**src/rtl/acmac_pkg.sv**
```systemverilog
// Shared types, constants and AES helper functions for the CMAC tag block.
// No dependencies; used by every module under rtl/ except acmac_checker.
package acmac_pkg;

    localparam int BlockBytes = 16;
    localparam int VbWidth    = 5;
    localparam int QueueDepth = 2;
    localparam logic [7:0] RbConst  = 8'h87;
    localparam logic [7:0] PadConst = 8'h80;
    localparam logic [0:0] CfgKeyHi = 1'b0;
    localparam logic [0:0] CfgKeyLo = 1'b1;

    // classified block handed from the front end to the engine
    typedef struct packed {
        logic [127:0] data;
        logic         is_last;
        logic         full;
    } blk_t;

    typedef enum logic [1:0] {
        ST_IDLE,
        ST_SUBKEY,
        ST_BLOCK
    } eng_state_t;

    function automatic logic [7:0] sbox(input logic [7:0] x);
        logic [7:0] tbl [256];
        tbl = '{
            8'h63,8'h7c,8'h77,8'h7b,8'hf2,8'h6b,8'h6f,8'hc5,8'h30,8'h01,8'h67,8'h2b,8'hfe,8'hd7,8'hab,8'h76,
            8'hca,8'h82,8'hc9,8'h7d,8'hfa,8'h59,8'h47,8'hf0,8'had,8'hd4,8'ha2,8'haf,8'h9c,8'ha4,8'h72,8'hc0,
            8'hb7,8'hfd,8'h93,8'h26,8'h36,8'h3f,8'hf7,8'hcc,8'h34,8'ha5,8'he5,8'hf1,8'h71,8'hd8,8'h31,8'h15,
            8'h04,8'hc7,8'h23,8'hc3,8'h18,8'h96,8'h05,8'h9a,8'h07,8'h12,8'h80,8'he2,8'heb,8'h27,8'hb2,8'h75,
            8'h09,8'h83,8'h2c,8'h1a,8'h1b,8'h6e,8'h5a,8'ha0,8'h52,8'h3b,8'hd6,8'hb3,8'h29,8'he3,8'h2f,8'h84,
            8'h53,8'hd1,8'h00,8'hed,8'h20,8'hfc,8'hb1,8'h5b,8'h6a,8'hcb,8'hbe,8'h39,8'h4a,8'h4c,8'h58,8'hcf,
            8'hd0,8'hef,8'haa,8'hfb,8'h43,8'h4d,8'h33,8'h85,8'h45,8'hf9,8'h02,8'h7f,8'h50,8'h3c,8'h9f,8'ha8,
            8'h51,8'ha3,8'h40,8'h8f,8'h92,8'h9d,8'h38,8'hf5,8'hbc,8'hb6,8'hda,8'h21,8'h10,8'hff,8'hf3,8'hd2,
            8'hcd,8'h0c,8'h13,8'hec,8'h5f,8'h97,8'h44,8'h17,8'hc4,8'ha7,8'h7e,8'h3d,8'h64,8'h5d,8'h19,8'h73,
            8'h60,8'h81,8'h4f,8'hdc,8'h22,8'h2a,8'h90,8'h88,8'h46,8'hee,8'hb8,8'h14,8'hde,8'h5e,8'h0b,8'hdb,
            8'he0,8'h32,8'h3a,8'h0a,8'h49,8'h06,8'h24,8'h5c,8'hc2,8'hd3,8'hac,8'h62,8'h91,8'h95,8'he4,8'h79,
            8'he7,8'hc8,8'h37,8'h6d,8'h8d,8'hd5,8'h4e,8'ha9,8'h6c,8'h56,8'hf4,8'hea,8'h65,8'h7a,8'hae,8'h08,
            8'hba,8'h78,8'h25,8'h2e,8'h1c,8'ha6,8'hb4,8'hc6,8'he8,8'hdd,8'h74,8'h1f,8'h4b,8'hbd,8'h8b,8'h8a,
            8'h70,8'h3e,8'hb5,8'h66,8'h48,8'h03,8'hf6,8'h0e,8'h61,8'h35,8'h57,8'hb9,8'h86,8'hc1,8'h1d,8'h9e,
            8'he1,8'hf8,8'h98,8'h11,8'h69,8'hd9,8'h8e,8'h94,8'h9b,8'h1e,8'h87,8'he9,8'hce,8'h55,8'h28,8'hdf,
            8'h8c,8'ha1,8'h89,8'h0d,8'hbf,8'he6,8'h42,8'h68,8'h41,8'h99,8'h2d,8'h0f,8'hb0,8'h54,8'hbb,8'h16
        };
        return tbl[x];
    endfunction

    function automatic logic [7:0] xtime(input logic [7:0] x);
        return {x[6:0], 1'b0} ^ (x[7] ? 8'h1b : 8'h00);
    endfunction

    // byte i of a 128-bit block sits in bits 127-8i .. 120-8i
    function automatic logic [127:0] round_fn(input logic [127:0] s, input logic last_rnd,
                                              input logic [127:0] rk);
        logic [7:0] b [16];
        logic [7:0] t [16];
        logic [7:0] a0, a1, a2, a3, all;
        logic [127:0] o;
        for (int i = 0; i < 16; i++) b[i] = s[127-8*i -: 8];
        for (int r = 0; r < 4; r++)
            for (int c = 0; c < 4; c++)
                t[r+4*c] = sbox(b[r+4*((c+r)%4)]);
        if (!last_rnd) begin
            for (int c = 0; c < 4; c++) begin
                a0 = t[4*c]; a1 = t[4*c+1]; a2 = t[4*c+2]; a3 = t[4*c+3];
                all = a0 ^ a1 ^ a2 ^ a3;
                t[4*c]   = a0 ^ all ^ xtime(a0 ^ a1);
                t[4*c+1] = a1 ^ all ^ xtime(a1 ^ a2);
                t[4*c+2] = a2 ^ all ^ xtime(a2 ^ a3);
                t[4*c+3] = a3 ^ all ^ xtime(a3 ^ a0);
            end
        end
        for (int i = 0; i < 16; i++) o[127-8*i -: 8] = t[i];
        return o ^ rk;
    endfunction

    function automatic logic [127:0] next_rk(input logic [127:0] k, input logic [7:0] rc);
        logic [31:0] w0, w1, w2, w3, t;
        {w0, w1, w2, w3} = k;
        t = {sbox(w3[23:16]) ^ rc, sbox(w3[15:8]), sbox(w3[7:0]), sbox(w3[31:24])};
        w0 = w0 ^ t; w1 = w1 ^ w0; w2 = w2 ^ w1; w3 = w3 ^ w2;
        return {w0, w1, w2, w3};
    endfunction

    function automatic logic [127:0] dbl(input logic [127:0] x);
        return {x[126:0], 1'b0} ^ {120'd0, (x[127] ? RbConst : 8'h00)};
    endfunction

endpackage

```
**src/rtl/acmac_queue.sv**
```systemverilog
// Short FIFO between front end and engine so each side stalls independently.
// Depends on acmac_pkg.
module acmac_queue #(
    parameter int Depth = acmac_pkg::QueueDepth
) (
    input  logic            aclk,
    input  logic            aresetn,
    input  acmac_pkg::blk_t wr_data,
    input  logic            wr_valid,
    output logic            wr_ready,
    output acmac_pkg::blk_t rd_data,
    output logic            rd_valid,
    input  logic            rd_ready
);
    localparam int AW = (Depth > 1) ? $clog2(Depth) : 1;
    acmac_pkg::blk_t mem [Depth];
    logic [AW-1:0]   wp_reg, rp_reg;
    logic [AW:0]     cnt_reg;
    logic            wr, rd;

    assign wr_ready = cnt_reg != (AW+1)'(Depth);
    assign rd_valid = cnt_reg != '0;
    assign wr = wr_valid && wr_ready;
    assign rd = rd_valid && rd_ready;
    assign rd_data = mem[rp_reg];

    always_ff @(posedge aclk) begin
        if (!aresetn) begin
            wp_reg  <= '0;
            rp_reg  <= '0;
            cnt_reg <= '0;
        end else begin
            if (wr) wp_reg <= (wp_reg == AW'(Depth-1)) ? '0 : wp_reg + 1'b1;
            if (rd) rp_reg <= (rp_reg == AW'(Depth-1)) ? '0 : rp_reg + 1'b1;
            cnt_reg <= cnt_reg + (AW+1)'(wr) - (AW+1)'(rd);
        end
        if (wr) mem[wp_reg] <= wr_data;
    end
endmodule

```
**config.mk**
```make
export PLATFORM = sky130hd
export DESIGN_NAME = acmac_queue
export DESIGN_NICKNAME = d
export VERILOG_FILES = /design/src/rtl/acmac_pkg.sv /design/src/rtl/acmac_queue.sv
export SDC_FILE = /design/constraint.sdc
export NUM_CORES = 1
export LEC_CHECK = 0
export BUFFER_PORTS_ARGS = -buffer_cell sky130_fd_sc_hd__buf_2
export CAP_MARGIN = 20
export CORE_ASPECT_RATIO = 1.1
export CORE_MARGIN = 2
export CORE_UTILIZATION = 56
export CTS_CLUSTER_SIZE = 20
export DETAILED_ROUTE_END_ITERATION = 10
export PLACE_DENSITY = 0.85
export REMOVE_ABC_BUFFERS = 1
export SYNTH_ARGS = -nofsm -noshare
export SYNTH_HDL_FRONTEND = slang
export SYNTH_SLANG_ARGS = --single-unit
```
**constraint.sdc**
```tcl
create_clock -name aclk -period 10.47 [get_ports aclk]
set_input_delay 2.094 -clock aclk [delete_from_list [all_inputs] [get_ports aclk]]
set_output_delay 2.094 -clock aclk [all_outputs]
set_load 0.02 [all_outputs]
```
* After elaboration in Yosys (flattened, before gate mapping)
Memories as Yosys holds them, arrays and structs flattened. A register that Yosys moved wholly into a read port is not among the register bits.
Index checks and enable logic that the tools add are counted.
W data, S select, Z words.
** Word-level totals
- Memories kept :: 1
- Output and inout bits :: 132
- Input port bits :: 134
- Bits in writable memories :: 260
- Register bits after elaboration :: 4
- Word-level logic and storage cells :: 18
** Memory list
- mem :: depth 2, bits a word 130, rd ports 1, clocked after memory_dff 1, wr ports 1, line acmac_queue.sv:16 : acmac_pkg::blk_t mem [Depth];
** Operators by class
- Reductions and logical operators :: 3
- Muxes and demuxes :: 6
- Eq/ne operators :: 1
- Add/subtract/negate cells :: 4
** Operator list (count)
- $mux W1 :: 6
- $add A1 B1 Y1 const B :: 2
- $add A2 B1 Y2 :: 1
- $logic_and A1 B1 Y1 :: 2
- $ne A2 B2 Y1 const B :: 1
- $reduce_bool A2 Y1 :: 1
- $sub A2 B1 Y2 :: 1

* Logic depth before layout (Yosys ltp)
Gate-level depths: netlist of the first run.
- Word-level depth :: 4
- Gate-level depth with buffers :: 6
- Gate-level depth less buffers :: 6

* Least setup slack after synthesis of the first run
Ideal clock, no wire load.
- Path type :: input to register
- From :: in wr_valid
- To :: mem mem[1][0] in the netlist's numbering, enable pin
- Stages :: 1
- Setup time :: 0.506 ns
- Data arrival time :: 5.136 ns
- Setup slack :: 4.829 ns
- Data required time :: 9.964 ns
- Path buffers :: 0
- Cells stage by stage :: and3_1
** On the way
- Word-level cells in the longest chain between the ends :: 3
** Ends and longest elaborated chain
- from (decl) :: line acmac_queue.sv:9 : input logic wr_valid,
- $logic_and A1 B1 Y1 :: line acmac_queue.sv:23 : assign wr = wr_valid && wr_ready;
- $mux W1 :: line acmac_queue.sv:37 : if (wr) mem[wp_reg] <= wr_data;
- $mux W1 (implied by the code) :: line acmac_queue.sv:37
- to (decl) :: line acmac_queue.sv:16
No other way between the ends.

==> impl_metrics.py, run 1 <==
metrics = {
    "run_status": {
        "status": "finished clean",
    },
    "clock_tree": {
        "cts_max_path_buffers": 3,
        "insertion_delay_ns": 0.53,
        "cts_tree": "done",
        "postCtsSetupBuffers": 0,
        "cts_buffers": 26,
        "numClockSinks": 265,
        "cts-root-buf": "clkbuf_16",
        "cts-htree-levels": 1,
        "hold_buffers": 0,
        "clk_pin_slew_ns": 0.06,
        "cts_resized": 0,
    },
    "yosys": {
        "synth_area_leaders": "edfxtp_1 (81%), mux2_2 (15%), buf_6 (1.2%), dfxtp_1 (1.0%), a21bo_2 (0.21%)",
        "ys.flop_type": "edfxtp_1",
        "synth_top_area_share_pct": 80.7,
        "netlist_area_um2": 9670,
        "synth.most_common_cell": "edfxtp_1",
        "synthArstFlopShare_pct": 0,
        "synth_edf_count": 260,
        "synth.largest_area_cell": "edfxtp_1",
        "netlist_top_cells_count": "edfxtp_1 (260), mux2_2 (130), buf_6 (10)",
        "synth-seq-cells": 265,
        "synth_cells": 433,
        "syn_avg_cell_area_um2": 22.3,
        "ys_seq_area_share_pct": 81.8,
        "yosysWarnings": 0,
        "synthDistinctLibCells": 24,
    },
    "power_and_ir_drop": {
        "p_leak_uw": 0.00452,
        "power.density_nw_per_um2": 239,
        "peakVddDrop_mv": 0.205,
    },
    "global_route": {
        "grt_pass1_wl_um": 27200,
        "antenna_found_initial": 2,
        "grt_pass1_vias": 5320,
        "grt_max_degree": 86,
        "grt_usage_pct": 19.3,
        "overflow": 0,
    },
    "setup_path": {
        "endpoint_kind": "output pin",
        "r2r_cells": 3,
        "worstPathCellList": "buf_4 > mux2_2 > buf_2",
        "startpoint_type": "register",
        "critical_path_class": "reg2out",
        "crit_path_max_fanout": 71,
        "slowest_delay_ns": 0.84,
        "cp_slowest_cell": "dfxtp_4",
        "required_ns": 8.38,
        "cp.arrival_ns": 2.87,
    },
    "sta": {
        "max_clock_freq_mhz": 201,
        "slew_viol_final": 0,
        "hold_viol": 0,
        "setup_violations": 0,
        "clock_skew_ns": 0.0233,
        "whs_ns": 0.597,
        "slew-limit-headroom_pct": 28.5,
        "tns_ns": 0,
        "grt_setup_unrepaired": "false",
        "worst_pin_slew_ns": 1.07,
        "period_needed_ns": 4.96,
        "period_share_pct": 47.4,
    },
    "worst_hold_path": {
        "hold_depth": 2,
        "hp-class": "reg2reg",
    },
    "layout": {
        "drive_above_1_share_pct": 60.5,
        "largest_reg_flops": 260,
        "fillCellCount": 1031,
        "postLayoutCellArea_um2": 12100,
        "nets": 851,
        "area_growth_pct": 25.1,
        "final_cells": 970,
    },
    "drt": {
        "dr.pass1.iters": 4,
        "post_drt_wl_per_cell_um": 18.9,
        "drt_iter0_markers": 303,
        "drt_wl_total_um": 18300,
        "drc_errors": 0,
        "drtAntennaViolNets": 0,
        "vias": 5044,
        "vias_per_cell": 5.20,
    },
    "placed_design": {
        "numPortBuffers": 265,
        "gp_congestion": 0.780,
        "dp.cells": 921,
        "dpl_cell_area_um2": 11200,
        "place_hpwl_um": 11900,
    },
    "floorplan": {
        "core_um2": 17000,
        "start_util_pct": 57.0,
        "fp.dieW_um": 129,
        "fp-row-count": 50,
        "die_area_um2": 18300,
        "die_h_um": 142,
        "ioPinCount": 266,
    },
    "job": {
        "maxCapViolCount": 0,
    },
}
## logic make-up (layout without fill, tap and decap cells)
kind of cell,count (synthesis),in the layout,share of synthesized area (%)
flip-flops,265,265,81.8
multiplexers,131,131,15.2
buffers and inverters,15,317,1.44
AND/OR/NAND/NOR,13,13,0.764
AO/OA/AOI/OAI,7,7,0.557
adder cells (fa/ha/maj),1,1,0.129
XOR/XNOR,1,1,0.0906
other,0,1,0
## final timing paths
check | slack [ns] | to | start
max | 5.51 | rd_data[29] | register
min reg2reg | 0.60 | register | rp_reg
max reg2reg | 7.74 | mem[1][51] | cnt_reg[0]
min | 0.60 | register | rp_reg
## final cells by class
| type | count | area [um2] | share of cell area, % |
|---|---|---|---|
| flip-flops and latches | 265 | 7910 | 65.4 |
| multi-input cells | 153 | 1630 | 13.5 |
| repair buffers | 269 | 1380 | 11.4 |
| clock buffers | 33 | 717 | 5.93 |
| well taps | 234 | 293 | 2.42 |
| clock inverters | 14 | 163 | 1.34 |
| inverters | 1 | 6.26 | 0.0517 |
| diodes | 1 | 2.50 | 0.0207 |
## layout by cell type (no fill, tap or decap), drive strengths merged, types with 2 or more instances in the layout
master / synthesis / routed
clkinv: 0 / 11
mux2: 130 / 130
and2: 3 / 3
edfxtp: 260 / 260
a21bo: 2 / 2
nand2b: 2 / 2
buf: 14 / 269
clkbuf: 0 / 33
bufinv: 0 / 3
o21ai: 2 / 2
nor2: 2 / 2
dfxtp: 5 / 5
## report_power, final
| group | switching, uW | internal (uW) |
|---|---|---|
| clock | 377 | 559 |
| combinational | 362 | 254 |
| sequential | 51.8 | 1290 |
## critical path: cells and delay by family (launching register included)
family                 cells  cell delay [ns]
buffers and inverters      2             0.97
muxes                      1             0.43
DFF                        1             0.84
## through the flow
| step | worst slack [ns] | util (%) | total power (uW) |
|---|---|---|---|
| after floorplan | 4.63 | - | 1790 |
| after global routing | 5.33 | 71.4 | 3010 |
| after CTS | 5.46 | 71.2 | 2920 |
| after global placement | 6.06 | 66.0 | 1960 |
| after detailed placement | 6.03 | 66.0 | 1980 |
| final | 5.51 | 71.4 | 2900 |
## layer usage
layer | up-vias | wire length (um) | track usage [%]
li1 | 2298 | - | -
met1 | 2451 | 6270 | 21.3
met2 | 244 | 9700 | 34.0
met3 | 49 | 1730 | 6.30
met4 | 2 | 569 | 8.01
met5 | - | 13 | 0
No activity file was read; power rests on OpenSTA's default activity.
==> run 2, diff against run 1 <==
--- a/config.mk
+++ b/config.mk
@@ -9,10 +9,10 @@
 export CAP_MARGIN = 20
 export CORE_ASPECT_RATIO = 1.1
 export CORE_MARGIN = 2
-export CORE_UTILIZATION = 56
+export CORE_UTILIZATION = 52
 export CTS_CLUSTER_SIZE = 20
 export DETAILED_ROUTE_END_ITERATION = 10
-export PLACE_DENSITY = 0.85
+export PLACE_DENSITY = 0.79
 export REMOVE_ABC_BUFFERS = 1
 export SYNTH_ARGS = -nofsm -noshare
 export SYNTH_HDL_FRONTEND = slang
==> constraint.sdc (replaced) <==
create_clock -name aclk -period 5 [get_ports aclk]
set_input_delay 1 -clock aclk [delete_from_list [all_inputs] [get_ports aclk]]
set_output_delay 1 -clock aclk [all_outputs]
set_load 0.02 [all_outputs]
==> impl_metrics.py, run 2 (same netlist as run 1, synthesis figures left out) <==
metrics = {
    "global_route": {
        "grt_pass1_vias": 5414,
        "grt_max_degree": 87,
        "grt_pass1_wl_um": 27100,
        "overflow": 0,
        "grt_usage_pct": 17.6,
        "antenna_found_initial": 2,
    },
    "drt": {
        "dr.pass1.iters": 4,
        "drc_errors": 0,
        "post_drt_wl_per_cell_um": 18.5,
        "vias": 4995,
        "drtAntennaViolNets": 0,
        "vias_per_cell": 5.10,
        "drt_iter0_markers": 238,
        "drt_wl_total_um": 18100,
    },
    "floorplan": {
        "fp.dieW_um": 134,
        "ioPinCount": 266,
        "die_h_um": 147,
        "fp-row-count": 52,
        "start_util_pct": 52.9,
        "core_um2": 18300,
        "die_area_um2": 19700,
    },
    "clock_tree": {
        "clk_pin_slew_ns": 0.06,
        "hold_buffers": 0,
        "postCtsSetupBuffers": 0,
        "cts-htree-levels": 1,
        "cts_max_path_buffers": 3,
        "numClockSinks": 265,
        "insertion_delay_ns": 0.51,
        "cts_resized": 0,
        "cts-root-buf": "clkbuf_16",
        "cts_buffers": 26,
        "cts_tree": "done",
    },
    "layout": {
        "area_growth_pct": 25.5,
        "drive_above_1_share_pct": 59.9,
        "utilization_pct": 66.4,
        "layout_commonest_cell": "buf_2",
        "nets": 850,
        "fillCellCount": 1265,
        "largest_reg_flops": 260,
        "layout_common_cells": "buf_2 (265), edfxtp_1 (260), mux2_2 (130)",
    },
    "sta": {
        "setup_violations": 0,
        "grt_setup_unrepaired": "false",
        "max_clock_freq_mhz": 295,
        "period_share_pct": 67.8,
        "whs_ns": 0.595,
        "worst_pin_slew_ns": 0.858,
        "slew_viol_final": 0,
        "tns_ns": 0,
        "period_needed_ns": 3.39,
        "slew-limit-headroom_pct": 42.8,
        "clock_skew_ns": 0.00798,
        "worst_slack_ns": 1.61,
        "hold_viol": 0,
    },
    "setup_path": {
        "worst-path-buf-inv": 2,
        "crit_family": "flip-flops",
        "required_ns": 4.00,
        "cp_slowest_cell": "dfxtp_4",
        "worstPathCellList": "buf_12 > mux2_2 > buf_2",
        "critical_path_class": "reg2out",
        "slowest_delay_ns": 0.86,
        "endpoint_kind": "output pin",
        "cp.arrival_ns": 2.39,
        "crit_path_max_fanout": 69,
        "startpoint_type": "register",
    },
    "placed_design": {
        "numPortBuffers": 265,
        "post-place-ws_ns": 2.08,
        "gp_congestion": 0.772,
        "place_hpwl_um": 11700,
    },
    "power_and_ir_drop": {
        "peakVddDrop_mv": 0.394,
        "p_leak_uw": 0.00452,
        "power_uw": 6110,
        "power.density_nw_per_um2": 503,
    },
    "run_status": {
        "status": "finished clean",
    },
    "job": {
        "maxCapViolCount": 0,
    },
    "worst_hold_path": {
        "hp-class": "reg2reg",
    },
}
[run 2: worst paths after layout]
kind                  to  startpoint  slack, ns  cells past startpoint
max reg2reg   mem[0][41]  cnt_reg[0]       2.60                      4
min reg2reg     register      rp_reg       0.59                      2
max          rd_data[50]    register       1.61                      3
min             register      rp_reg       0.59                      2
[run 2: final cells by class]
cell class | count | area [um2] | share of cell area, %
antenna | 2 | 5.00 | 0.0412
clock buffer | 30 | 687 | 5.66
timing repair buffer | 268 | 1390 | 11.4
inverter | 1 | 6.26 | 0.0515
clock inverter | 18 | 209 | 1.72
multi-input combinational | 153 | 1630 | 13.4
tap | 243 | 304 | 2.51
sequential | 265 | 7910 | 65.2
[run 2: power breakdown]
part           switching [uW]  internal (uW)
combinational             755            535
clock                     767           1240
sequential                110           2700
total                    1630           4480
[run 2: metal layers]
layer | share of wire (%) | up-vias | track usage, %
met5 | 0.072 | - | 0
met4 | 2.9 | 2 | 6.05
met3 | 8.8 | 47 | 5.42
met2 | 52 | 204 | 32.3
met1 | 36 | 2445 | 19.4
li1 | - | 2297 | -
[run 2: metrics by stage]
step / cells / area (um2)
4_1_cts: 978 / 12100
6_report: 980 / 12100
2_1_floorplan: 419 / 9530
5_1_grt: 978 / 12100
3_3_place_gp: 930 / 11200
3_5_place_dp: 930 / 11200
[run 2: worst register-to-register path: stages (launching register included)]
cell	delay, ns
dfxtp_1	0.45
nand2b_1	0.23
nand3b_1	0.18
inv_4	0.61
buf_12	0.46
