File: src/rtl/acmac_pkg.sv
// Shared types, constants and AES helper functions for the CMAC tag block.
// No dependencies; used by every module under rtl/ except acmac_checker.
package acmac_pkg;

    localparam int BlockBytes = 16;
    localparam int VbWidth    = 5;
    localparam int QueueDepth = 2;
    localparam logic [7:0] RbConst  = 8'h87;
    localparam logic [7:0] PadConst = 8'h80;
    localparam logic [0:0] CfgKeyHi = 1'b0;
    localparam logic [0:0] CfgKeyLo = 1'b1;

    // classified block handed from the front end to the engine
    typedef struct packed {
        logic [127:0] data;
        logic         is_last;
        logic         full;
    } blk_t;

    typedef enum logic [1:0] {
        ST_IDLE,
        ST_SUBKEY,
        ST_BLOCK
    } eng_state_t;

    function automatic logic [7:0] sbox(input logic [7:0] x);
        logic [7:0] tbl [256];
        tbl = '{
            8'h63,8'h7c,8'h77,8'h7b,8'hf2,8'h6b,8'h6f,8'hc5,8'h30,8'h01,8'h67,8'h2b,8'hfe,8'hd7,8'hab,8'h76,
            8'hca,8'h82,8'hc9,8'h7d,8'hfa,8'h59,8'h47,8'hf0,8'had,8'hd4,8'ha2,8'haf,8'h9c,8'ha4,8'h72,8'hc0,
            8'hb7,8'hfd,8'h93,8'h26,8'h36,8'h3f,8'hf7,8'hcc,8'h34,8'ha5,8'he5,8'hf1,8'h71,8'hd8,8'h31,8'h15,
            8'h04,8'hc7,8'h23,8'hc3,8'h18,8'h96,8'h05,8'h9a,8'h07,8'h12,8'h80,8'he2,8'heb,8'h27,8'hb2,8'h75,
            8'h09,8'h83,8'h2c,8'h1a,8'h1b,8'h6e,8'h5a,8'ha0,8'h52,8'h3b,8'hd6,8'hb3,8'h29,8'he3,8'h2f,8'h84,
            8'h53,8'hd1,8'h00,8'hed,8'h20,8'hfc,8'hb1,8'h5b,8'h6a,8'hcb,8'hbe,8'h39,8'h4a,8'h4c,8'h58,8'hcf,
            8'hd0,8'hef,8'haa,8'hfb,8'h43,8'h4d,8'h33,8'h85,8'h45,8'hf9,8'h02,8'h7f,8'h50,8'h3c,8'h9f,8'ha8,
            8'h51,8'ha3,8'h40,8'h8f,8'h92,8'h9d,8'h38,8'hf5,8'hbc,8'hb6,8'hda,8'h21,8'h10,8'hff,8'hf3,8'hd2,
            8'hcd,8'h0c,8'h13,8'hec,8'h5f,8'h97,8'h44,8'h17,8'hc4,8'ha7,8'h7e,8'h3d,8'h64,8'h5d,8'h19,8'h73,
            8'h60,8'h81,8'h4f,8'hdc,8'h22,8'h2a,8'h90,8'h88,8'h46,8'hee,8'hb8,8'h14,8'hde,8'h5e,8'h0b,8'hdb,
            8'he0,8'h32,8'h3a,8'h0a,8'h49,8'h06,8'h24,8'h5c,8'hc2,8'hd3,8'hac,8'h62,8'h91,8'h95,8'he4,8'h79,
            8'he7,8'hc8,8'h37,8'h6d,8'h8d,8'hd5,8'h4e,8'ha9,8'h6c,8'h56,8'hf4,8'hea,8'h65,8'h7a,8'hae,8'h08,
            8'hba,8'h78,8'h25,8'h2e,8'h1c,8'ha6,8'hb4,8'hc6,8'he8,8'hdd,8'h74,8'h1f,8'h4b,8'hbd,8'h8b,8'h8a,
            8'h70,8'h3e,8'hb5,8'h66,8'h48,8'h03,8'hf6,8'h0e,8'h61,8'h35,8'h57,8'hb9,8'h86,8'hc1,8'h1d,8'h9e,
            8'he1,8'hf8,8'h98,8'h11,8'h69,8'hd9,8'h8e,8'h94,8'h9b,8'h1e,8'h87,8'he9,8'hce,8'h55,8'h28,8'hdf,
            8'h8c,8'ha1,8'h89,8'h0d,8'hbf,8'he6,8'h42,8'h68,8'h41,8'h99,8'h2d,8'h0f,8'hb0,8'h54,8'hbb,8'h16
        };
        return tbl[x];
    endfunction

    function automatic logic [7:0] xtime(input logic [7:0] x);
        return {x[6:0], 1'b0} ^ (x[7] ? 8'h1b : 8'h00);
    endfunction

    // byte i of a 128-bit block sits in bits 127-8i .. 120-8i
    function automatic logic [127:0] round_fn(input logic [127:0] s, input logic last_rnd,
                                              input logic [127:0] rk);
        logic [7:0] b [16];
        logic [7:0] t [16];
        logic [7:0] a0, a1, a2, a3, all;
        logic [127:0] o;
        for (int i = 0; i < 16; i++) b[i] = s[127-8*i -: 8];
        for (int r = 0; r < 4; r++)
            for (int c = 0; c < 4; c++)
                t[r+4*c] = sbox(b[r+4*((c+r)%4)]);
        if (!last_rnd) begin
            for (int c = 0; c < 4; c++) begin
                a0 = t[4*c]; a1 = t[4*c+1]; a2 = t[4*c+2]; a3 = t[4*c+3];
                all = a0 ^ a1 ^ a2 ^ a3;
                t[4*c]   = a0 ^ all ^ xtime(a0 ^ a1);
                t[4*c+1] = a1 ^ all ^ xtime(a1 ^ a2);
                t[4*c+2] = a2 ^ all ^ xtime(a2 ^ a3);
                t[4*c+3] = a3 ^ all ^ xtime(a3 ^ a0);
            end
        end
        for (int i = 0; i < 16; i++) o[127-8*i -: 8] = t[i];
        return o ^ rk;
    endfunction

    function automatic logic [127:0] next_rk(input logic [127:0] k, input logic [7:0] rc);
        logic [31:0] w0, w1, w2, w3, t;
        {w0, w1, w2, w3} = k;
        t = {sbox(w3[23:16]) ^ rc, sbox(w3[15:8]), sbox(w3[7:0]), sbox(w3[31:24])};
        w0 = w0 ^ t; w1 = w1 ^ w0; w2 = w2 ^ w1; w3 = w3 ^ w2;
        return {w0, w1, w2, w3};
    endfunction

    function automatic logic [127:0] dbl(input logic [127:0] x);
        return {x[126:0], 1'b0} ^ {120'd0, (x[127] ? RbConst : 8'h00)};
    endfunction

endpackage

File: src/rtl/acmac_front.sv
// Front end: accepts message blocks and applies padding / length classification.
// Depends on acmac_pkg; feeds acmac_queue.
module acmac_front (
    input  logic                aclk,
    input  logic                aresetn,
    input  logic [63:0]         s_data_hi,
    input  logic [63:0]         s_data_lo,
    input  logic [4:0]          s_valid_bytes,
    input  logic                s_last,
    input  logic                s_valid,
    output logic                s_ready,
    output acmac_pkg::blk_t     blk,
    output logic                blk_valid,
    input  logic                blk_ready
);
    acmac_pkg::blk_t blk_reg, blk_next;
    logic            vld_reg;
    logic [127:0]    raw, mask, pad;
    logic [4:0]      n;
    logic            full;

    assign s_ready = !vld_reg || blk_ready;

    always_comb begin
        raw  = {s_data_hi, s_data_lo};
        n    = (s_valid_bytes > 5'd16) ? 5'd16 : s_valid_bytes;
        full = !s_last || (n == 5'd16);
        mask = '0;
        pad  = '0;
        for (int i = 0; i < 16; i++) begin
            if (5'(i) < n) mask[127-8*i -: 8] = 8'hff;
            if (5'(i) == n) pad[127-8*i -: 8] = acmac_pkg::PadConst;
        end
        blk_next.data    = full ? raw : ((raw & mask) | pad);
        blk_next.is_last = s_last;
        blk_next.full    = full;
    end

    always_ff @(posedge aclk) begin
        if (!aresetn) begin
            vld_reg <= 1'b0;
        end else if (s_ready) begin
            vld_reg <= s_valid;
        end
        if (s_valid && s_ready) blk_reg <= blk_next;
    end

    assign blk       = blk_reg;
    assign blk_valid = vld_reg;
endmodule

File: config.mk
export PLATFORM = sky130hd
export DESIGN_NAME = acmac_front
export DESIGN_NICKNAME = d
export VERILOG_FILES = /design/src/rtl/acmac_pkg.sv /design/src/rtl/acmac_front.sv
export SDC_FILE = /design/constraint.sdc
export NUM_CORES = 1
export LEC_CHECK = 0
export ABC_CLOCK_PERIOD_IN_PS = 13200
export BUFFER_PORTS_ARGS = -buffer_cell sky130_fd_sc_hd__buf_4
export CAP_MARGIN = 20
export CELL_PAD_IN_SITES_DETAIL_PLACEMENT = 1
export CELL_PAD_IN_SITES_GLOBAL_PLACEMENT = 1
export CORE_AREA = 5 5 124 126
export CTS_CLUSTER_DIAMETER = 120
export CTS_CLUSTER_SIZE = 12
export DETAILED_ROUTE_END_ITERATION = 8
export DIE_AREA = 0 0 129 131
export PLACE_DENSITY = 0.8
export SLEW_MARGIN = 40
export SYNTH_ARGS = -nofsm -noshare
export SYNTH_HDL_FRONTEND = slang
export SYNTH_SLANG_ARGS = --single-unit
File: constraint.sdc
create_clock -name aclk -period 13.2 [get_ports aclk]
set_input_delay 3.96 -clock aclk [delete_from_list [all_inputs] [get_ports aclk]]
set_output_delay 3.96 -clock aclk [all_outputs]
set_load 0.01 [all_outputs]
Yosys cells after proc, flatten, opt, wreduce, memory -nomap -nowiden:

Cells that the tools add are included.

* bits of input ports: 138
* word-level logic and storage cells: 79
* register bits after elaboration: 131
* output and inout port bits: 132

* eq/ne operators: 16
* bitwise operators: 2
* muxes and demuxes: 34
* magnitude comparators: 17
* reduce and logical (&&, ||, !) cells: 6

Operator list (count)
* two-way mux 8 bit: 32
* bitwise AND 128 bit: 1
* two-way mux 128 bit: 1
* bitwise OR 128 bit: 1
* equality test 4 x 5 -> 1 bit (first input constant): 8
* < comparator 4 x 5 -> 1 bit (first input constant): 8
* equality test 3 x 5 -> 1 bit (first input constant): 4
* < comparator 3 x 5 -> 1 bit (first input constant): 4
* equality test 2 x 5 -> 1 bit (first input constant): 2
* < comparator 1 x 5 -> 1 bit (first input constant): 2
* < comparator 2 x 5 -> 1 bit (first input constant): 2
* equality test 1 x 5 -> 1 bit (first input constant): 1
* equality test 5 bit (second input constant): 1
* > comparator 5 bit (second input constant): 1
* logical NOT 5 bit: 1
* two-way mux 5 bit: 1
* logical NOT 1 bit: 2
* logical OR 1 bit: 2
* logical AND 1 bit: 1

Depth between registers and ports, before layout:

Gate-level depths: netlist of run 1.

* depth in word-level cells: 7
* mapped depth: 5
* gate-level depth less buffers: 4

Worst setup path before layout of run 1:

No wires, ideal clock.

* path type: in2out
* start: input blk_ready
* end: output s_ready
* arrival: 4.136 ns
* buffers on the path: 0
* setup slack: 5.104 ns
* data required time: 9.240 ns
* cell stages on the path: 1
* path through: nand2b_1

* cells in the longest elaborated chain, start to end: 1

RTL lines
* from (decl): line acmac_front.sv:14 `input logic blk_ready`
* logical OR 1 bit: line acmac_front.sv:22 `assign s_ready = !vld_reg || blk_ready;`
* to (decl): line acmac_front.sv:11 `output logic s_ready,`

Every way passes these cells.

Final worst setup path of run 1:

Same ends and word-level chain as after synthesis.

==> flow_summary.json, run 1 <==
{
  "insertion_delay_ns": 0.41,
  "numCtsBuffers": 17,
  "drt-initial-drc-count": 146,
  "grt_pass1_wl_mm": 21.29,
  "max_cap_violations": 0,
  "antenna_cells": 0,
  "layout_commonest_cell": "buf_4",
  "synthCells": 324,
  "ys_seq_area_share_pct": 76.98,
  "grtUsageTotal_pct": 16.99,
  "synth-edff-count": 130,
  "final_cell_area_sq_um": 7801,
  "synth_warnings": 0,
  "total_leakage_power_nw": 3.250,
  "place_hpwl_mm": 11.53,
  "fin_crit_sh_pct": 63.26,
  "cts_root_buf": "clkbuf_16",
  "ir_drop_mv": 0.06909,
  "antenna_found_initial": 0,
  "wl_mm": 14.94,
  "skew_ns": 0.007393,
  "ios": 270,
  "critPathRequiredTime_ns": 9.24,
  "start_util_pct": 35.89,
  "synthFlopType": "edfxtp_1",
  "ctsLongestPathBuffers": 2,
  "drc": 0,
  "core_sq_um": 14200,
  "cts_tree": "built",
  "grt_max_degree": 72,
  "synthArstFlopShare_pct": 0,
  "die_h_um": 131,
  "max_stage_delay_ns": 0.17,
  "synth_area_sq_um": 5097,
  "pwr_density_cell_nw_per_um2": 130.6,
  "grt_pass1_vias": 3894,
  "pwr-share-clk_pct": 38.1,
  "p_int_mw": 0.7953,
  "drive_gt1_share_pct": 49.43,
  "setup_viol": 0,
  "hold_viol": 0,
  "die-width_um": 129,
  "arrival_ns": 4.39,
  "ys_types": 32,
  "gp_congestion": 0.7602,
  "synth.avg_cell_area_sq_um": 15.73,
  "synth.ff_latch_count": 131,
  "nets": 742,
  "viasPerCell": 4.552,
  "rsz0062_at_grt": "no",
  "p_seq_share_pct": 49.2,
  "finalSetupTns_ns": 0,
  "r2r_slack_ns": 11.02,
  "gr-total-overflow": 0,
  "relSlewSlack_pct": 45.63,
  "rows": 44,
  "detailedRoute.firstPassIterationCount": 4,
  "crit_fanout": 3,
  "synth_nets": 462,
  "fmax_ghz": 0.1198,
  "postCtsHoldBufs": 0,
  "outcome": "complete, no violations",
  "clkSinkCount": 131,
  "io_buffers": 269,
  "hold_path_class": "flop to flop",
  "h-tree-depth": 4,
  "comb_power_share_pct": 12.7,
  "die_area_sq_um": 16900,
  "final_util_pct": 54.92,
  "crit_path_frequent_cell": "buf_4",
  "cts.clk_slew.worst_paths_ns": 0.05,
  "tightest_slew_ns": 0.8155,
  "dpl_cell_area_sq_um": 7318,
  "cpMaxStageDelayCell": "nand2b_1",
  "ant_nets": 0,
  "cp-start-kind": "input port",
  "cts_resized": 0,
  "largest_register_ffs": 130,
  "finalCriticalPeriod_ns": 8.351,
  "via_count": 3628,
  "drv_slew": 0,
  "p_sw_share_pct": 21.92,
  "crit_type": "input port to output port",
  "switching_power_mw": 0.2233,
  "syn2layout_area_growth_pct": 53.04,
  "cts_setup_buffers": 0,
  "wl_per_cell_um": 18.74,
  "endpoint_kind": "output port",
  "final_cell_mix": "270 x buf_4, 130 x edfxtp_1, 98 x and2_1, 17 x clkbuf_16, 16 x nand2_1",
  "crit_chain": "buf_4 -> nand2b_1 -> buf_4"
}
power by group through the flow:
| stage | sequential [mW] | clock [mW] | combinational, mW |
|---|---|---|---|
| floorplan | 0.525 | 0 | 0.0328 |
| global placement | 0.508 | 0 | 0.128 |
| detailed placement | 0.509 | 0 | 0.132 |
| CTS | 0.502 | 0.398 | 0.133 |
| global route | 0.503 | 0.416 | 0.140 |
| finish | 0.501 | 0.388 | 0.130 |
cell families after synthesis:
group           share of synthesized area, %
flops                                  76.98
simple gates                           17.70
buf+inv                                1.325
mux                                   0.2209
compound gates                         3.780
Yosys cell counts (all sizes together), types with 2 or more instances:
cell type    n  share of area [%]
a21boi       2               0.29
a21oi        9                1.0
a22o         2               0.34
and2        99                 12
buf          8               0.88
clkbuf       2               0.15
edfxtp     130                 77
inv          4               0.29
nand2       16                1.2
nand2b       2               0.25
nand3        4               0.39
nand4        3               0.37
nor2         6               0.49
nor2b       16                2.0
nor3b        2               0.39
o211ai       2               0.29
o21a         3               0.44
o21ai        6               0.74
layer usage:
layer,share of wire (%),wire [um],global-route usage [%]
met1,36,5350,18.09
met2,53,7914,30.49
met3,10,1494,7.276
met4,1.2,177,5.374
met5,0,0,0
path summary, 6_finish.rpt:
check,endpoint,startpoint,depth (start not counted)
max,s_ready,blk_ready,3
min,blk_valid,blk_valid,2
max reg2reg,blk[101],blk_valid,3
min reg2reg,blk_valid,blk_valid,2
area by class of cell:
class                           instances  area (sq um)
Inverter                                4         15.01
Fill cell                            1470          6402
Timing Repair Buffer                  271          2038
Tap cell                              184         230.2
Multi-Input combinational cell        179          1115
Clock buffer                           20         436.7
Clock inverter                          8         42.54
Sequential cell                       131          3924
critical path, delay by kind of cell:
kind                   cells  cell delay, ns
and+or+nand+nor            1            0.17
buffers and inverters      2            0.27
metrics by stage:
stage / instances / total power [mW] / setup slack, ns / hold slack, ns
after detailed placement: 769 / 0.6418 / 4.848 / 0.5713
final: 797 / 1.019 / 4.849 / 0.5734
after floorplan: 324 / 0.5578 / 5.104 / 0.6096
after CTS: 797 / 1.032 / 4.842 / 0.5860
after global routing: 797 / 1.059 / 4.814 / 0.6341
after global placement: 769 / 0.6360 / 4.869 / 0.5478
(Power assumes the default switching activity.)
==> run 2: changes to the inputs <==
--- a/config.mk
+++ b/config.mk
@@ -5,17 +5,18 @@
 export SDC_FILE = /design/constraint.sdc
 export NUM_CORES = 1
 export LEC_CHECK = 0
-export ABC_CLOCK_PERIOD_IN_PS = 13200
+export ABC_AREA = 1
+export ABC_CLOCK_PERIOD_IN_PS = 8510
 export BUFFER_PORTS_ARGS = -buffer_cell sky130_fd_sc_hd__buf_4
 export CAP_MARGIN = 20
 export CELL_PAD_IN_SITES_DETAIL_PLACEMENT = 1
 export CELL_PAD_IN_SITES_GLOBAL_PLACEMENT = 1
-export CORE_AREA = 5 5 124 126
+export CORE_AREA = 5 5 132 134
 export CTS_CLUSTER_DIAMETER = 120
 export CTS_CLUSTER_SIZE = 12
 export DETAILED_ROUTE_END_ITERATION = 8
-export DIE_AREA = 0 0 129 131
-export PLACE_DENSITY = 0.8
+export DIE_AREA = 0 0 137 139
+export PLACE_DENSITY = 0.76
 export SLEW_MARGIN = 40
 export SYNTH_ARGS = -nofsm -noshare
 export SYNTH_HDL_FRONTEND = slang
==> constraint.sdc (replaced) <==
create_clock -name aclk -period 8.51 [get_ports aclk]
set_input_delay 2.553 -clock aclk [delete_from_list [all_inputs] [get_ports aclk]]
set_output_delay 2.553 -clock aclk [all_outputs]
set_load 0.01 [all_outputs]
==> flow_summary.json, run 2 <==
{
  "cts_tree": "built",
  "drive_gt1_share_pct": 44.09,
  "fmax_ghz": 0.1806,
  "cts_resized": 0,
  "rsz0062_at_grt": "no",
  "power_mw": 1.612,
  "synth_area_sq_um": 5375,
  "critPathRequiredTime_ns": 5.96,
  "endpoint_kind": "output port",
  "synth.most_common_cell": "edfxtp_1",
  "via_count": 4132,
  "clkSinkCount": 131,
  "detailedRoute.firstPassIterationCount": 4,
  "place_hpwl_mm": 12.95,
  "synthFlopType": "edfxtp_1",
  "layoutNonFillerInstCount": 982,
  "outcome": "complete, no violations",
  "largest_register_ffs": 130,
  "whs_ns": 0.5672,
  "placed_cells": 951,
  "dr_wl_met2_mm": 8.802,
  "grtUsageTotal_pct": 16.85,
  "top_layer": "met4",
  "cts_setup_buffers": 0,
  "max_cap_violations": 0,
  "crit_type": "input port to output port",
  "cts_root_buf": "clkbuf_16",
  "die_area_sq_um": 19040,
  "ys_seq_area_share_pct": 73.00,
  "rows": 47,
  "hold_viol": 0,
  "tightest_slew_ns": 0.8240,
  "drt-initial-drc-count": 169,
  "crit_fanout": 2,
  "nets": 888,
  "synthArstFlopShare_pct": 0,
  "arrival_ns": 2.98,
  "hold_path_class": "flop to flop",
  "synthCells": 463,
  "wl_per_cell_um": 16.49,
  "synth_largest_area_cell": "edfxtp_1",
  "fin_crit_sh_pct": 65.07,
  "antenna_cells": 0,
  "setup_viol": 0,
  "synth.ff_latch_count": 131,
  "h-tree-depth": 4,
  "relSlewSlack_pct": 45.07,
  "antenna_found_initial": 0,
  "insertion_delay_ns": 0.41,
  "synth_top_area_share_pct": 72.63,
  "synth_nets": 601,
  "syn2layout_area_growth_pct": 52.03,
  "ios": 270,
  "io_buffers": 269,
  "final_cell_mix": "271 x buf_4, 130 x edfxtp_1, 121 x inv_1, 117 x nor2_1, 31 x nand2_1",
  "viasPerCell": 4.208,
  "gr-total-overflow": 0,
  "gp_congestion": 0.7266,
  "routed-wl-met3_mm": 1.523,
  "wl_mm": 16.19,
  "drv_slew": 0,
  "synthTopCellsByArea": "edfxtp_1 73%, inv_1 8.4%, nor2_1 8.2%, nand2_1 2.2%, nor2_4 1.5%",
  "drc": 0,
  "synth_warnings": 0,
  "synth.avg_cell_area_sq_um": 11.61,
  "finalSetupTns_ns": 0,
  "layout_commonest_cell": "buf_4",
  "skew_ns": 0.007223,
  "finalCriticalPeriod_ns": 5.538,
  "start_util_pct": 33.24,
  "core_sq_um": 16170,
  "numCtsBuffers": 17,
  "pwr_density_cell_nw_per_um2": 197.2,
  "cp-start-kind": "input port",
  "synth-edff-count": 130,
  "total_leakage_power_nw": 3.936,
  "grt_max_degree": 63,
  "ctsLongestPathBuffers": 2,
  "cts.clk_slew.worst_paths_ns": 0.06,
  "die-width_um": 137,
  "wl_met1_mm": 5.540,
  "die_h_um": 139,
  "ir_drop_mv": 0.1231,
  "ys_types": 23,
  "postCtsHoldBufs": 0,
  "grt_pass1_vias": 4566,
  "grt_pass1_wl_mm": 24.25,
  "synth_common_cells": "130 x edfxtp_1, 121 x inv_1, 117 x nor2_1",
  "ant_nets": 0
}
-- run 2: cell types whose count changed after synthesis, sizes merged, moves of 4 or more --
cell   previous run  this run
and2             99         0
inv               4       129
nor2              6       134
a21oi             9         2
nand2            16        40
nor2b            16         0
buf               8         4
nand3             4        11
-- run 2: cell type report --
cell class | count | area, sq um
Clock inverter | 13 | 71.32
Tap cell | 220 | 275.3
Inverter | 129 | 486.7
Sequential cell | 131 | 3924
Timing Repair Buffer | 272 | 2054
Clock buffer | 18 | 429.2
Fill cell | 1811 | 8000
Multi-Input combinational cell | 199 | 930.9
-- run 2: path summary, 6_finish.rpt --
check,depth (start not counted),slack (ns),startpoint,endpoint
setup / recovery,4,2.97,blk_ready,s_ready
hold / removal,2,0.57,blk_valid,blk_valid
setup reg to reg,4,6.20,blk_valid,blk[105]
hold reg to reg,2,0.57,blk_valid,blk_valid
-- run 2: power by group --
group,internal [mW],switching [mW],total [mW]
logic,0.107,0.106,0.214
clock network,0.363,0.259,0.622
registers,0.764,0.0130,0.777
-- run 2: per-layer routing --
| metal | vias to the layer above | track usage, % |
|---|---|---|
| li1 | 2001 | - |
| met1 | 1952 | 16.73 |
| met2 | 158 | 31.11 |
| met3 | 21 | 7.003 |
| met4 | 0 | 5.672 |
| met5 | - | 0 |
-- run 2: metrics by stage --
step | utilization (%) | cell area (sq um) | setup WS, ns
after floorplan | - | 5379 | 1.671
after global placement | 47.31 | 7651 | 2.986
after detailed placement | 47.44 | 7671 | 2.967
after CTS | 50.53 | 8172 | 2.967
after global routing | 50.53 | 8172 | 2.935
final | 50.53 | 8172 | 2.972
-- run 2: cell families (layout without fill, tap and decap cells) --
| logic type | count (synthesis) | after routing | share of synthesized area, % |
|---|---|---|---|
| flops | 131 | 131 | 73.00 |
| compound gates | 10 | 10 | 1.257 |
| simple gates | 189 | 189 | 15.85 |
| buf+inv | 133 | 432 | 9.893 |
-- run 2: worst max-delay path, cell delays in order --
cell and delay, ns:
buf_4 0.11, inv_1 0.09, nand2_1 0.08, buf_4 0.15
==> run 3: changes to the inputs <==
--- a/config.mk
+++ b/config.mk
@@ -6,17 +6,17 @@
 export NUM_CORES = 1
 export LEC_CHECK = 0
 export ABC_AREA = 1
-export ABC_CLOCK_PERIOD_IN_PS = 8510
+export ABC_CLOCK_PERIOD_IN_PS = 5050
 export BUFFER_PORTS_ARGS = -buffer_cell sky130_fd_sc_hd__buf_4
 export CAP_MARGIN = 20
 export CELL_PAD_IN_SITES_DETAIL_PLACEMENT = 1
 export CELL_PAD_IN_SITES_GLOBAL_PLACEMENT = 1
-export CORE_AREA = 5 5 132 134
+export CORE_AREA = 5 5 138 140
 export CTS_CLUSTER_DIAMETER = 120
 export CTS_CLUSTER_SIZE = 12
 export DETAILED_ROUTE_END_ITERATION = 8
-export DIE_AREA = 0 0 137 139
-export PLACE_DENSITY = 0.76
+export DIE_AREA = 0 0 143 145
+export PLACE_DENSITY = 0.73
 export SLEW_MARGIN = 40
 export SYNTH_ARGS = -nofsm -noshare
 export SYNTH_HDL_FRONTEND = slang
==> constraint.sdc (replaced) <==
create_clock -name aclk -period 5.05 [get_ports aclk]
set_input_delay 1.515 -clock aclk [delete_from_list [all_inputs] [get_ports aclk]]
set_output_delay 1.515 -clock aclk [all_outputs]
set_load 0.01 [all_outputs]
==> flow_summary.json, run 3 (synthesized netlist as in run 2, its figures left out) <==
{
  "outcome": "complete, no violations",
  "postCtsHoldBufs": 0,
  "crit_type": "input port to output port",
  "wl_per_cell_um": 15.85,
  "final_cell_mix": "270 x buf_4, 130 x edfxtp_1, 121 x inv_1, 117 x nor2_1, 31 x nand2_1",
  "die_area_sq_um": 20740,
  "arrival_ns": 1.94,
  "insertion_delay_ns": 0.41,
  "r2r-start": "blk_valid",
  "pwr_density_cell_nw_per_um2": 361.4,
  "largest_register_ffs": 130,
  "grtUsageTotal_pct": 15.01,
  "antenna_cells": 0,
  "start_util_pct": 30.34,
  "timing.rr.end": "blk[24]",
  "cts.clk_slew.worst_paths_ns": 0.06,
  "ios": 270,
  "numCtsBuffers": 17,
  "skew_ns": 0.003415,
  "drive_gt1_share_pct": 44.49,
  "drv_slew": 0,
  "grt_pass1_wl_mm": 24.01,
  "holdPathEnd": "blk_valid",
  "grt_pass1_vias": 4634,
  "max_cap_violations": 0,
  "hold_path_class": "flop to flop",
  "ant_nets": 0,
  "drt-initial-drc-count": 125,
  "final_cell_area_sq_um": 8305,
  "rows": 49,
  "h-tree-depth": 4,
  "viasPerCell": 4.132,
  "gr-total-overflow": 0,
  "tightest_slew_ns": 0.7721,
  "cts_root_buf": "clkbuf_16",
  "finalSetupTns_ns": 0,
  "antenna_found_initial": 0,
  "hold_viol": 0,
  "total_leakage_power_nw": 3.995,
  "die-width_um": 143,
  "cts_setup_buffers": 0,
  "hp-start": "blk_valid",
  "cts_resized": 0,
  "drc": 0,
  "crit_fanout": 2,
  "core_sq_um": 17720,
  "endpoint_kind": "output port",
  "r2r_slack_ns": 3.49,
  "register_area_sq_um": 3924,
  "detailedRoute.firstPassIterationCount": 4,
  "rsz0062_at_grt": "no",
  "dpl_cell_area_sq_um": 7662,
  "multi_input_area_sq_um": 930.9,
  "fill_cells": 1967,
  "hold_depth": 2,
  "via_count": 4095,
  "cts_tree": "built",
  "critPathRequiredTime_ns": 3.54,
  "wl_mm": 15.71,
  "fmax_ghz": 0.2891,
  "fin_crit_sh_pct": 68.49,
  "setup_viol": 0,
  "worst_r2r_path_depth": 2,
  "cp-start-kind": "input port",
  "finalCriticalPeriod_ns": 3.459,
  "ctsLongestPathBuffers": 2,
  "grt_max_degree": 70,
  "gp_congestion": 0.7892,
  "die_h_um": 145,
  "io_buffers": 269,
  "relSlewSlack_pct": 48.52,
  "syn2layout_area_growth_pct": 54.52,
  "layout_commonest_cell": "buf_4",
  "ir_drop_mv": 0.2123,
  "clkSinkCount": 131,
  "nets": 887,
  "place_hpwl_mm": 12.43
}
==> run 3: worst max-delay path by stage <==
stage                     cells after the start  startpoint  endpoint
after global placement                        4   blk_ready   s_ready
after CTS                                     4   blk_ready   s_ready
after global routing                          4   blk_ready   s_ready
after detailed placement                      4   blk_ready   s_ready
final                                         4   blk_ready   s_ready
after floorplan                               2   blk_ready    blk[0]
==> run 3: metal layers <==
layer | part of all wire (%) | track usage [%] | vias to the layer above
met3 | 10 | 6.877 | 22
met1 | 37 | 15.92 | 1902
met2 | 50 | 25.99 | 171
met5 | 0 | 0 | -
met4 | 2.3 | 5.513 | 0
li1 | - | - | 2000
==> run 3: worst max-delay path, cell delays in order <==
cell and delay, ns:
buf_4 0.11, inv_1 0.10, nand2_1 0.08, buf_4 0.15
==> run 3: report_power, final <==
group | total, mW | internal, mW | leakage, nW | switching (mW)
Clock | 1.34 | 0.874 | 0.308 | 0.463
Combinational | 0.356 | 0.179 | 2.41 | 0.177
Sequential | 1.31 | 1.29 | 1.28 | 0.0221
Total | 3.00 | 2.34 | 3.99 | 0.662
==> run 3: area by class of cell <==
| cell class | instances | area share, % |
|---|---|---|
| Tap cell | 229 | 3.450 |
| Sequential cell | 131 | 47.24 |
| Inverter | 129 | 5.860 |
| Multi-Input combinational cell | 199 | 11.21 |
| Clock buffer | 18 | 5.167 |
| Timing Repair Buffer | 271 | 24.54 |
| Clock inverter | 14 | 2.531 |
==> run 3: stage by stage <==
stage                     cells  power (mW)  setup slack, ns  util (%)  hold WS, ns
after floorplan             463       1.469           0.8505         -       0.6304
after global placement      959       1.683            1.600     43.25       0.5385
after detailed placement    959       1.697            1.581     43.25       0.5658
after CTS                   991       3.044            1.581     46.85       0.5761
after global routing        991       3.134            1.555     46.88       0.6011
final                       991       3.002            1.591     46.88       0.5624
